<file path="config.mk">
export PLATFORM = sky130hd
export DESIGN_NAME = ira_div
export DESIGN_NICKNAME = d
export VERILOG_FILES = /design/src/ira_pkg.sv /design/src/ira_div.sv
export VERILOG_INCLUDE_DIRS = /design/src /design/src/src
export SDC_FILE = /design/constraint.sdc
export NUM_CORES = 1
export LEC_CHECK = 0
export CORE_MARGIN = 3
export CORE_UTILIZATION = 58
export CTS_CLUSTER_SIZE = 28
export DETAILED_ROUTE_END_ITERATION = 16
export DONT_BUFFER_PORTS = 1
export PLACE_DENSITY = 0.76
export SYNTH_ARGS = -nofsm -noshare
export SYNTH_HDL_FRONTEND = slang
export SYNTH_SLANG_ARGS = --single-unit
</file>
<file path="constraint.sdc">
create_clock -name clk -period 5.1 [get_ports clk]
set_clock_uncertainty 0.05 [all_clocks]
set_input_delay 0.255 -clock clk [delete_from_list [all_inputs] [get_ports clk]]
set_output_delay 0.255 -clock clk [all_outputs]
set_load 0.02 [all_outputs]
</file>
<file path="src/image_resample_2x2_average_core_assert.svh">
// ----------------------------------------------------------------------------
// image_resample_2x2_average_core_assert.svh
// assertion macros shared by the resampler rtl, empty for synthesis
// ----------------------------------------------------------------------------
`ifndef IMAGE_RESAMPLE_2X2_AVERAGE_CORE_ASSERT_SVH
`define IMAGE_RESAMPLE_2X2_AVERAGE_CORE_ASSERT_SVH
`ifndef SYNTHESIS
// same-cycle implication
`define IRA_ASSERT_IMP(label, clk, rst, ante, cons, msg) \
  label: assert property (@(posedge clk) disable iff (rst) (ante) |-> (cons)) else $error(msg);
// next-cycle implication
`define IRA_ASSERT_NXT(label, clk, rst, ante, cons, msg) \
  label: assert property (@(posedge clk) disable iff (rst) (ante) |=> (cons)) else $error(msg);
`else
`define IRA_ASSERT_IMP(label, clk, rst, ante, cons, msg)
`define IRA_ASSERT_NXT(label, clk, rst, ante, cons, msg)
`endif
`endif

</file>
<file path="src/ira_pkg.sv">
// ----------------------------------------------------------------------------
// ira_pkg
// shared constants and types of the 2x2 box-filter resampler
// ----------------------------------------------------------------------------
package ira_pkg;

  // pixel memory
  localparam int MAX_PIXELS = 65536;
  localparam int ADDR_W     = 16;
  localparam int PIX_W      = 32;
  localparam int CHAN_W     = 8;
  localparam int NUM_CHAN   = 4;

  // image sizes
  localparam int MAX_DIMENSION = 4096;
  localparam int SIZE_W        = 13;
  localparam int COORD_W       = 12;

  // configuration port
  localparam int CFG_IDX_W = 2;
  localparam logic [CFG_IDX_W-1:0] REG_IN_WIDTH   = 2'd0;
  localparam logic [CFG_IDX_W-1:0] REG_IN_HEIGHT  = 2'd1;
  localparam logic [CFG_IDX_W-1:0] REG_OUT_WIDTH  = 2'd2;
  localparam logic [CFG_IDX_W-1:0] REG_OUT_HEIGHT = 2'd3;

  // request opcodes
  localparam logic OP_WRITE   = 1'b0;
  localparam logic OP_REQUEST = 1'b1;

  // shared divider, two quotient bits per cycle
  localparam int DIV_NUM_W = 30;
  localparam int DIV_DEN_W = 15;
  localparam int DIV_STEPS = DIV_NUM_W / 2;
  localparam int DIV_CNT_W = $clog2(DIV_STEPS);

  typedef struct packed {
    logic                 start;
    logic [DIV_NUM_W-1:0] num;
    logic [DIV_DEN_W-1:0] den;
  } div_req_t;

  typedef struct packed {
    logic                 done;
    logic [DIV_NUM_W-1:0] quo;
  } div_rsp_t;

endpackage

</file>
<file path="src/ira_div.sv">
// ----------------------------------------------------------------------------
// ira_div
// shared restoring divider, two quotient bits per cycle
// ----------------------------------------------------------------------------
`include "image_resample_2x2_average_core_assert.svh"

module ira_div import ira_pkg::*; (
  input  logic     clk,
  input  logic     rst,
  input  div_req_t req,
  output div_rsp_t rsp
);

  localparam int REM_W = DIV_DEN_W + 1;

  logic                 busy;
  logic                 done;
  logic [DIV_CNT_W-1:0] cnt;
  logic [REM_W-1:0]     rem;
  logic [DIV_NUM_W-1:0] qr;
  logic [DIV_DEN_W-1:0] den_r;

  logic [REM_W:0]   r1, r2, d_ext;
  logic             q1, q2;
  logic [REM_W-1:0] rem1, rem2;

  // two dependent restoring steps
  always_comb begin
    d_ext = {2'b00, den_r};
    r1    = {rem, qr[DIV_NUM_W-1]};
    q1    = (r1 >= d_ext);
    rem1  = q1 ? REM_W'(r1 - d_ext) : REM_W'(r1);
    r2    = {rem1, qr[DIV_NUM_W-2]};
    q2    = (r2 >= d_ext);
    rem2  = q2 ? REM_W'(r2 - d_ext) : REM_W'(r2);
  end

  // control
  always_ff @(posedge clk) begin
    if (rst) begin
      busy <= 1'b0;
      done <= 1'b0;
      cnt  <= '0;
    end else begin
      done <= 1'b0;
      if (req.start) begin
        busy <= 1'b1;
        cnt  <= '0;
      end else if (busy) begin
        cnt <= cnt + 1'b1;
        if (cnt == DIV_CNT_W'(DIV_STEPS - 1)) begin
          busy <= 1'b0;
          done <= 1'b1;
        end
      end
    end
  end

  // datapath: dividend shifts out at the top, quotient bits enter at the bottom
  always_ff @(posedge clk) begin
    if (req.start) begin
      qr    <= req.num;
      rem   <= '0;
      den_r <= req.den;
    end else if (busy) begin
      qr  <= {qr[DIV_NUM_W-3:0], q1, q2};
      rem <= rem2;
    end
  end

  assign rsp.done = done;
  assign rsp.quo  = qr;

  `IRA_ASSERT_IMP(a_div_start_idle, clk, rst, req.start, !busy, "divider started while busy")
  `IRA_ASSERT_NXT(a_div_finish, clk, rst, busy && !req.start && cnt == DIV_CNT_W'(DIV_STEPS - 1), done && !busy, "divider did not finish")

endmodule
</file>
## Yosys cells after proc, flatten, opt, wreduce, memory -nomap -nowiden

Cells that the tools add are included.

- Output and inout bits: 31
- Input port bits: 48
- Word-level logic and storage cells: 24
- Register bits: 67

- Add/subtract/negate cells: 3
- Reduce and logical (&&, ||, !) cells: 3
- Equal/unequal tests: 1
- Bitwise gates (word level): 1
- Mux-type cells: 8
- $lt $le $gt $ge: 2

Operator list:

| operator | number |
|---|---|
| $mux W30 | 2 |
| $ge A17 B15 Y1 | 2 |
| $mux W16 | 2 |
| $sub A16 B15 Y16 | 2 |
| $add A4 B1 Y4 const B | 1 |
| $eq A4 B4 Y1 const B | 1 |
| $mux W1 | 4 |
| $reduce_or A3 Y1 | 1 |
| $reduce_bool A2 Y1 | 1 |
| $reduce_or A2 Y1 | 1 |
| $not A1 Y1 | 1 |

## Depth between registers and ports, before layout

Gate-level depths: netlist of run 1.

- Depth in word-level cells: 5
- Depth in mapped cells: 20
- Gate-level depth less buffers: 19

## Worst setup path before layout of run 1

Ideal clock, no wire load.

- Path kind: register to register
- Start: register qr[29]
- End: register qr[0], data pin
- Buffers on the path: 2
- Slack: 0.283 ns
- Data required time: 4.790 ns
- Setup time: 0.260 ns
- Cell stages (with the launch flop): 18
- Arrival: 4.507 ns
- Period minus slack after synthesis: 4.817 ns
- Cells stage by stage: edfxtp_1 inv_1 ha_1 nand2b_1 a2111oi_4 o21ai_2 a41oi_4 buf_2 mux2_1 ha_1 a21oi_1 nand2_1 or2_2 a2111o_1 a21oi_1 o21ai_2 buf_2 mux2_2

- Word-level cells in the longest chain between the ends: 5
- Elaborated cells on any way between the ends: 6
- Classes of those cells: add/sub (1); order compare (2); mux (3)

Ends and longest elaborated chain:

| element | line | text |
|---|---|---|
| start: declaration | ira_div.sv:20 | `logic [DIV_NUM_W-1:0] qr;` |
| start signal: assignment | ira_div.sv:62 | `qr <= req.num;` |
| start signal: assignment | ira_div.sv:66 | `qr <= {qr[DIV_NUM_W-3:0], q1, q2};` |
| $sub A16 B15 Y16 or $ge A17 B15 Y1 (tied branches) | ira_div.sv:32, ira_div.sv:31 |  |
| $mux W16 (*) | ira_div.sv:32 | `rem1 = q1 ? REM_W'(r1 - d_ext) : REM_W'(r1);` |
| $ge A17 B15 Y1 (*) | ira_div.sv:34 | `q2 = (r2 >= d_ext);` |
| $mux W30 (*) | ira_div.sv:65 | `end else if (busy) begin` |
| $mux W30 (*) | ira_div.sv:61 | `if (req.start) begin` |

Mark *: on every way between the ends. The rest lies on a longest branch, timed or not. The select of a mux whose other input is x is not followed.
A chain may end at the register's enable or synchronous reset.

## Worst setup path after layout of run 1

- Start: register den_r[5]
- End: register rem[14]

- Word-level cells in the longest chain between the ends: 4
- Elaborated cells on any way between the ends: 6
- Classes of those cells: add/sub (2); order compare (2); mux (2)

Ends and longest elaborated chain:

| element | line | text |
|---|---|---|
| start: declaration | ira_div.sv:21 | `logic [DIV_DEN_W-1:0] den_r;` |
| start signal: assignment | ira_div.sv:64 | `den_r <= req.den;` |
| $sub A16 B15 Y16 or $ge A17 B15 Y1 (tied branches) | ira_div.sv:32, ira_div.sv:31 |  |
| $mux W16 | ira_div.sv:32 |  |
| $sub A16 B15 Y16 or $ge A17 B15 Y1 (tied branches) | ira_div.sv:35, ira_div.sv:34 |  |
| $mux W16 (*) | ira_div.sv:35 | `rem2 = q2 ? REM_W'(r2 - d_ext) : REM_W'(r2);` |
| end signal: assignment | ira_div.sv:67 | `rem <= rem2;` |
| end: declaration | ira_div.sv:19 | `logic [REM_W-1:0] rem;` |

Mark *: on every way between the ends. The rest lies on a longest branch, timed or not.

==> results of run 1 <==
## repair_timing
action                                  4_1_cts  5_1_grt
resized for setup                             0        3
endpoints found under the hold margin        43        0
endpoints found under the setup margin        0       13
setup buffers                                 0        0
hold buffers                                 17        0
## worst paths after layout
kind | startpoint | endpoint | slack, ns | depth (start not counted)
setup reg to reg | den_r[5] | rem[14] | 0.28 | 17
hold reg to reg | rem[15] | rem[15] | 0.44 | 2
hold / removal | req[45] | rem[1] | 0.06 | 1
setup / recovery | den_r[5] | rem[14] | 0.28 | 17
## cell families (layout without fill, tap and decap cells)
kind of cell,Yosys count,after routing
compound gates,103,103
xor+xnor,26,26
fa+ha+maj,34,34
buf+inv,48,73
flops,67,67
mux,47,47
simple gates,118,118
## synthesized netlist by cell type, types with 6 or more instances
cell      count  area [µm²]
ha_1         32         400
a21oi_1      28         140
a21o_1        7        52.6
or2_2         9        56.3
edfxtp_1     45        1350
nor3_1        8        40.0
xor2_1       10        87.6
mux2_2       39         439
clkbuf_1      8        30.0
inv_1        32         120
a211oi_1     13        97.6
xnor2_1      16         140
nand2_1      22        82.6
o21ai_0      10        50.1
nor2_1       38         143
mux2i_1       6        60.1
nand4_1       8        50.1
dfxtp_1      22         440
nand3_1      17        85.1
## per-stage QoR
step	util (%)	power, W
final	67.7	0.00278
after global routing	67.7	0.00299
after global placement	62.5	0.00225
after detailed placement	62.5	0.00229
after floorplan	-	0.00198
after CTS	67.5	0.00275
## critical path, stage by stage, from the launching register on
cell and delay (ns):
edfxtp_1 0.32, inv_1 0.05, ha_1 0.38, nand4_2 0.18, o22ai_1 0.42, o21ai_2 0.17, a41oi_4 0.35, buf_4 0.25
mux2_2 0.37, ha_1 0.34, nand3_1 0.13, a21oi_1 0.05, or2_2 0.34, a2111o_1 0.41, a21oi_2 0.22, o21ai_4 0.20
or3_1 0.35, o211a_1 0.11
## power groups by stage
stage,clock [W],sequential [W],combinational [W]
3_5_place_dp,0,0.000789,0.00150
5_1_grt,0.000462,0.000790,0.00174
3_3_place_gp,0,0.000787,0.00147
4_1_cts,0.000445,0.000779,0.00153
2_1_floorplan,0,0.000762,0.00122
6_report,0.000438,0.000778,0.00156
## final cells by class
cell class                      instances  area, µm²  area share [%]
Timing Repair Buffer                   24        233            4.64
Sequential cell                        67       1790            35.7
Clock buffer                           11        141            2.82
Tap cell                               99        124            2.47
Multi-Input combinational cell        328       2550            50.8
Clock inverter                          5       53.8            1.07
Inverter                               33        124            2.47
## per-layer routing
layer	global-route usage [%]	routed length, µm	share of wire (%)
met1	30.5	4260	42
met2	41.8	5040	49
met3	5.13	754	7.3
met4	11.1	209	2.0
met5	0	0	0
## registers in the layout, indices dropped and copies added, names as in the netlist
signal  count
den_r      15
cnt         4
busy        1
done        1
qr         30
rem        16
## layout by cell type (no fill, tap or decap), types with 5 or more instances in the layout
cell,instances
edfxtp_1,45
mux2_2,39
nor2_1,38
inv_1,32
ha_1,32
a21oi_1,27
nand2_1,22
dfxtp_1,22
nand3_1,17
xnor2_1,16
dlygate4sd3_1,16
a211oi_1,13
o21ai_0,10
xor2_1,10
clkbuf_8,10
or2_2,9
nor3_1,8
nand4_1,8
a21o_1,7
buf_4,7
mux2i_1,5
==> results by group, run 1 <==
Run status
  • Status: complete, no violations

Synth
  • Synth async-reset ratio: 0%
  • XOR/XNOR Fraction of Synth Area: 5.04%
  • Post-Syn Area: 4520 µm²
  • Compound-Gate Fraction of Synth Area: 17.1%
  • Synth Warn #: 0
  • Seq/Total Area, Yosys: 39.6%
  • Post-synth cell types: 65
  • Mux share of post-synthesis cell area: 11.5%
  • Top_reg_cell synth: edfxtp_1
  • Post-synth EDFFs: 45
  • Syn_nets: 525
  • Synth Instances: 443
  • Yosys reg bits: 67
  • Syn_area_per_cell: 10.2 µm²
  • Synth Area in Simple Gates: 12.7%
  • Adder-cell share of the synthesized area: 9.74%
  • Largest family of logic cells by synthesized area: compound AO/OA/AOI/OAI gates

Global route
  • Initial antenna violation count: 0
  • Grt total ovfl: 0
  • GRT Util Overall: 24.8%
  • First-pass GRT wire length: 17,100 µm
  • Largest net degree at the start of global routing: 39
  • Vias in the first global route: 3,587

Worst setup path
  • Worst Path Max Fanout: 15
  • Worst Path Required: 5.29 ns
  • Crit Path Class: reg -> reg
  • Crit start category: flip-flop
  • CP Capture Type: flip-flop
  • Crit path DAT: 5.01 ns

Detailed routing
  • Routed WL: 10,300 µm
  • Final ANT Viol Nets: 0
  • Drt pass-1 iters: 6
  • DR vias: 3,482
  • DRT iter0 DRCs: 194
  • Via density: 6.14
  • Detailed-route wire length per cell: 18.1 µm
  • DRC: 0

STA
  • Fmax: 207 MHz
  • Tmin final: 4.82 ns
  • RSZ-0062 raised after global routing: false
  • Post-route setup TNS: 0 ns
  • Worst slew pin tran: 0.661 ns
  • Fin crit share: 94.6%
  • Final Hold Vio Count: 0
  • Hold_ws: 0.0607 ns
  • Final WS setup: 0.277 ns
  • Final setup viols: 0
  • Slew HR: 55.9%
  • Pins Over Slew Limit: 0

Placement
  • Port bufs: 0
  • Placed Area: 4630 µm²
  • Place WS: 0.212 ns
  • Final Wtd Congestion: 0.886
  • Placed Cells: 534
  • DP Wirelength: 7470 µm

Min path
  • Worst hold path type: in -> reg

Clock tree
  • CTS tree: done
  • CTS Buffer Depth: 2
  • Clock sink total: 67
  • Worst-skew pair later-pin latency: 0.35 ns
  • CTS root buf: clkbuf_8
  • Clock transition at the registers of the reported paths: 0.07 ns
  • H-tree depth reported by CTS: 3
  • Number of CTS-inserted buffers: 9

Pwr
  • Net Sw Power: 0.00118 W
  • Peak supply drop: 0.000336 V
  • LEAKAGE: 2.00 nW
  • Sequential Power Share: 28.0%
  • Clock group share of total power: 15.8%
  • Combinational cell fraction of total power: 56.2%
  • Sw Ratio: 42.5%
  • Int Pwr: 0.00160 W
  • Cell area power density: 554 nW/µm²

Cells and area
  • Area grow syn2layout: 11.0%
  • Final nets: 545
  • Final Non-Filler Cells: 567
  • Share of cells above drive strength 1: 17.7%
  • Final instance area: 5020 µm²
  • Fill cell count: 584
  • Diodes inserted: 0

Job
  • Max-cap violations: 0

Floorplan
  • Number of top-level pins: 79
  • Core Area: 7410 µm²
  • Die area: 8890 µm²
  • Rows: 31
  • Die Span Y: 94.3 µm
  • DIE WIDTH: 94.3 µm
  • Starting Density: 61.0%
(Power assumes the default switching activity.)
==> run 2: changes to the inputs <==
- CTS_BUF_LIST: not set -> sky130_fd_sc_hd__clkbuf_8 sky130_fd_sc_hd__clkbuf_16
==> run 2 against run 1 <==
  * Worst setup slack worse by 0.0070 ns
  * Sequential power about the same
  * First-iteration DRC count unchanged
  * Core utilization did not move
  * Final cell count did not move
  * Non-clock buffer count did not move
  * Sequential share of layout area unchanged
  * Largest cell class unchanged
  * Flip-flop and latch count unchanged
  * Clock power barely moved
==> results by group, run 2 (same netlist as run 1, synthesis figures left out) <==
Cells and area
  • Fill cell count: 584 (unchanged)
  • Largest Register: qr
  • Commonest non-fill, non-tap cell in the layout: edfxtp_1
  • Diodes inserted: 0 (unchanged)
  • Top flop regs: qr (30), rem (16), den_r (15)
  • Share of cells above drive strength 1: 17.7% (unchanged)
  • Final nets: 545 (unchanged)
  • Commonest cells after routing, fill and taps aside: edfxtp_1, mux2_2, nor2_1
  • Footprint of the multi-input gates: 2550 µm² (unchanged)
  • Final instance area: 5020 µm² (unchanged)
  • Max FFs per register: 30 (unchanged)
  • Area grow syn2layout: 11.0% (unchanged)
  • FF+latch area: 1790 µm² (unchanged)

Global route
  • Grt total ovfl: 0 (unchanged)
  • Largest net degree at the start of global routing: 39 (unchanged)
  • GRT Util Overall: 24.8% (unchanged)
  • First-pass GRT wire length: 17,100 µm (unchanged)
  • Initial antenna violation count: 0 (unchanged)
  • Vias in the first global route: 3,587 (unchanged)

Worst setup path
  • Worst Path Required: 5.29 ns (about the same)
  • CP dominant cell by count: ha_1
  • Cell family with most CP delay: compound AO/OA/AOI/OAI gates
  • Worst R2R Start: den_r[4]
  • Crit start category: flip-flop
  • Crit path DAT: 5.02 ns (about the same)
  • Cell-by-cell trace of the critical path: inv_1, ha_1, nand4_2, o22ai_1, o21ai_2, a41oi_4, buf_4, mux2_2, ha_1, nand3_1, a21oi_1, or2_2, a2111o_1, a21oi_2, o21ai_4, or3_1, o211a_1
  • CP Buf/Inv Count: 2 (unchanged)
  • Reg2Reg Depth: 17 (unchanged)
  • Reg2Reg Setup Slack: 0.27 ns (about the same)
  • CP Capture Type: flip-flop
  • Crit Path Class: reg -> reg
  • Worst path max stage delay: 0.43 ns (about the same)
  • Worst Path Max Fanout: 15 (unchanged)
  • Critical-path top delay cell: o22ai_1
  • Reg-to-reg critical path endpoint: rem[14]

Placement
  • Final Wtd Congestion: 0.886 (unchanged)
  • Port bufs: 0 (unchanged)
  • DP Wirelength: 7470 µm (unchanged)
  • Placed Area: 4630 µm² (unchanged)

STA
  • Slew HR: 55.9% (about the same)
  • Worst slew pin tran: 0.661 ns (-0.000200 ns)
  • Final setup viols: 0 (unchanged)
  • Tmin final: 4.83 ns (+0.00702 ns)
  • Final Hold Vio Count: 0 (unchanged)
  • RSZ-0062 raised after global routing: false
  • Fmax: 207 MHz (-0.15%)
  • Pins Over Slew Limit: 0 (unchanged)
  • Post-route setup TNS: 0 ns (unchanged)
  • Fin crit share: 94.7% (+0.14 points)

Floorplan
  • Die Span Y: 94.3 µm (unchanged)
  • Die area: 8890 µm² (unchanged)
  • Rows: 31 (unchanged)
  • Number of top-level pins: 79 (unchanged)
  • DIE WIDTH: 94.3 µm (unchanged)
  • Core Area: 7410 µm² (unchanged)
  • Starting Density: 61.0% (unchanged)

Detailed routing
  • DR vias: 3,479 (-0.086%)
  • Via density: 6.14 (about the same)
  • Routed WL: 10,300 µm (about the same)
  • DRC: 0 (unchanged)
  • Detailed-route wire length per cell: 18.1 µm (about the same)
  • Drt pass-1 iters: 6 (unchanged)
  • Final ANT Viol Nets: 0 (unchanged)
  • DRT iter0 DRCs: 194 (unchanged)

Pwr
  • LEAKAGE: 2.00 nW (+0.21%)
  • Cell area power density: 553 nW/µm² (about the same)
  • Peak supply drop: 0.000336 V (-0.15%)

Min path
  • Hold endpoint: rem[1]
  • Hold path start: req[45]
  • Hold depth: 1 (unchanged)
  • Worst hold path type: in -> reg

Clock tree
  • Worst-skew pair later-pin latency: 0.35 ns (about the same)
  • Clock transition at the registers of the reported paths: 0.07 ns (about the same)
  • H-tree depth reported by CTS: 3 (unchanged)
  • Number of CTS-inserted buffers: 9 (unchanged)
  • CTS tree: done
  • CTS Buffer Depth: 2 (unchanged)
  • Clock sink total: 67 (unchanged)
  • CTS root buf: clkbuf_8

Run status
  • Status: complete, no violations

Job
  • Max-cap violations: 0 (unchanged)
-- run 2: power by group --
part	switching (W)	total, W	internal, W
Sequential	0.000104	0.000778	0.000674
Clock	0.000201	0.000436	0.000235
Combinational	0.000874	0.00156	0.000687
-- run 2: metal layers --
metal / routed length, µm / GRT usage (%) / vias to the layer above
met5: 0 / 0 / -
met4: 209 / 11.1 / 0
met3: 715 / 5.13 / 20
met2: 5040 / 41.8 / 142
met1: 4300 / 30.5 / 1626
li1: - / - / 1691
-- run 2: layout make-up --
type	instances	share of cell area, %
Tap cell	99	2.47
Sequential cell	67	35.7
Clock inverter	6	1.15
Clock buffer	10	2.74
Multi-Input combinational cell	328	50.8
Timing Repair Buffer	24	4.64
Inverter	33	2.47
-- run 2: what timing repair did --
action | in CTS | in global routing
hold endpoints to repair | 43 | 0
hold buffers | 17 | 0
resized for setup | 0 | 3
setup endpoints to repair | 0 | 13
buffers inserted | 0 | 0
-- run 2: how the worst max path moves through the flow --
| stage | startpoint | end | cells past startpoint |
|---|---|---|---|
| after global routing | den_r[1] | rem[14] | 17 |
| final | den_r[4] | rem[14] | 17 |
| after CTS | den_r[4] | rem[14] | 17 |
| after floorplan | qr[29] | qr[0] | 17 |
| after detailed placement | den_r[4] | rem[14] | 17 |
| after global placement | den_r[4] | qr[0] | 16 |
-- run 2: stage by stage --
stage	total power (W)	setup slack (ns)	util, %	hold slack, ns	cells
after CTS	0.00275	0.147	67.5	0.0111	567
after detailed placement	0.00229	0.212	62.5	0.280	534
after global placement	0.00225	0.351	62.5	0.279	534
after floorplan	0.00198	0.283	-	0.277	443
after global routing	0.00299	0.0845	67.7	0.0278	567
final	0.00278	0.270	67.7	0.0614	567
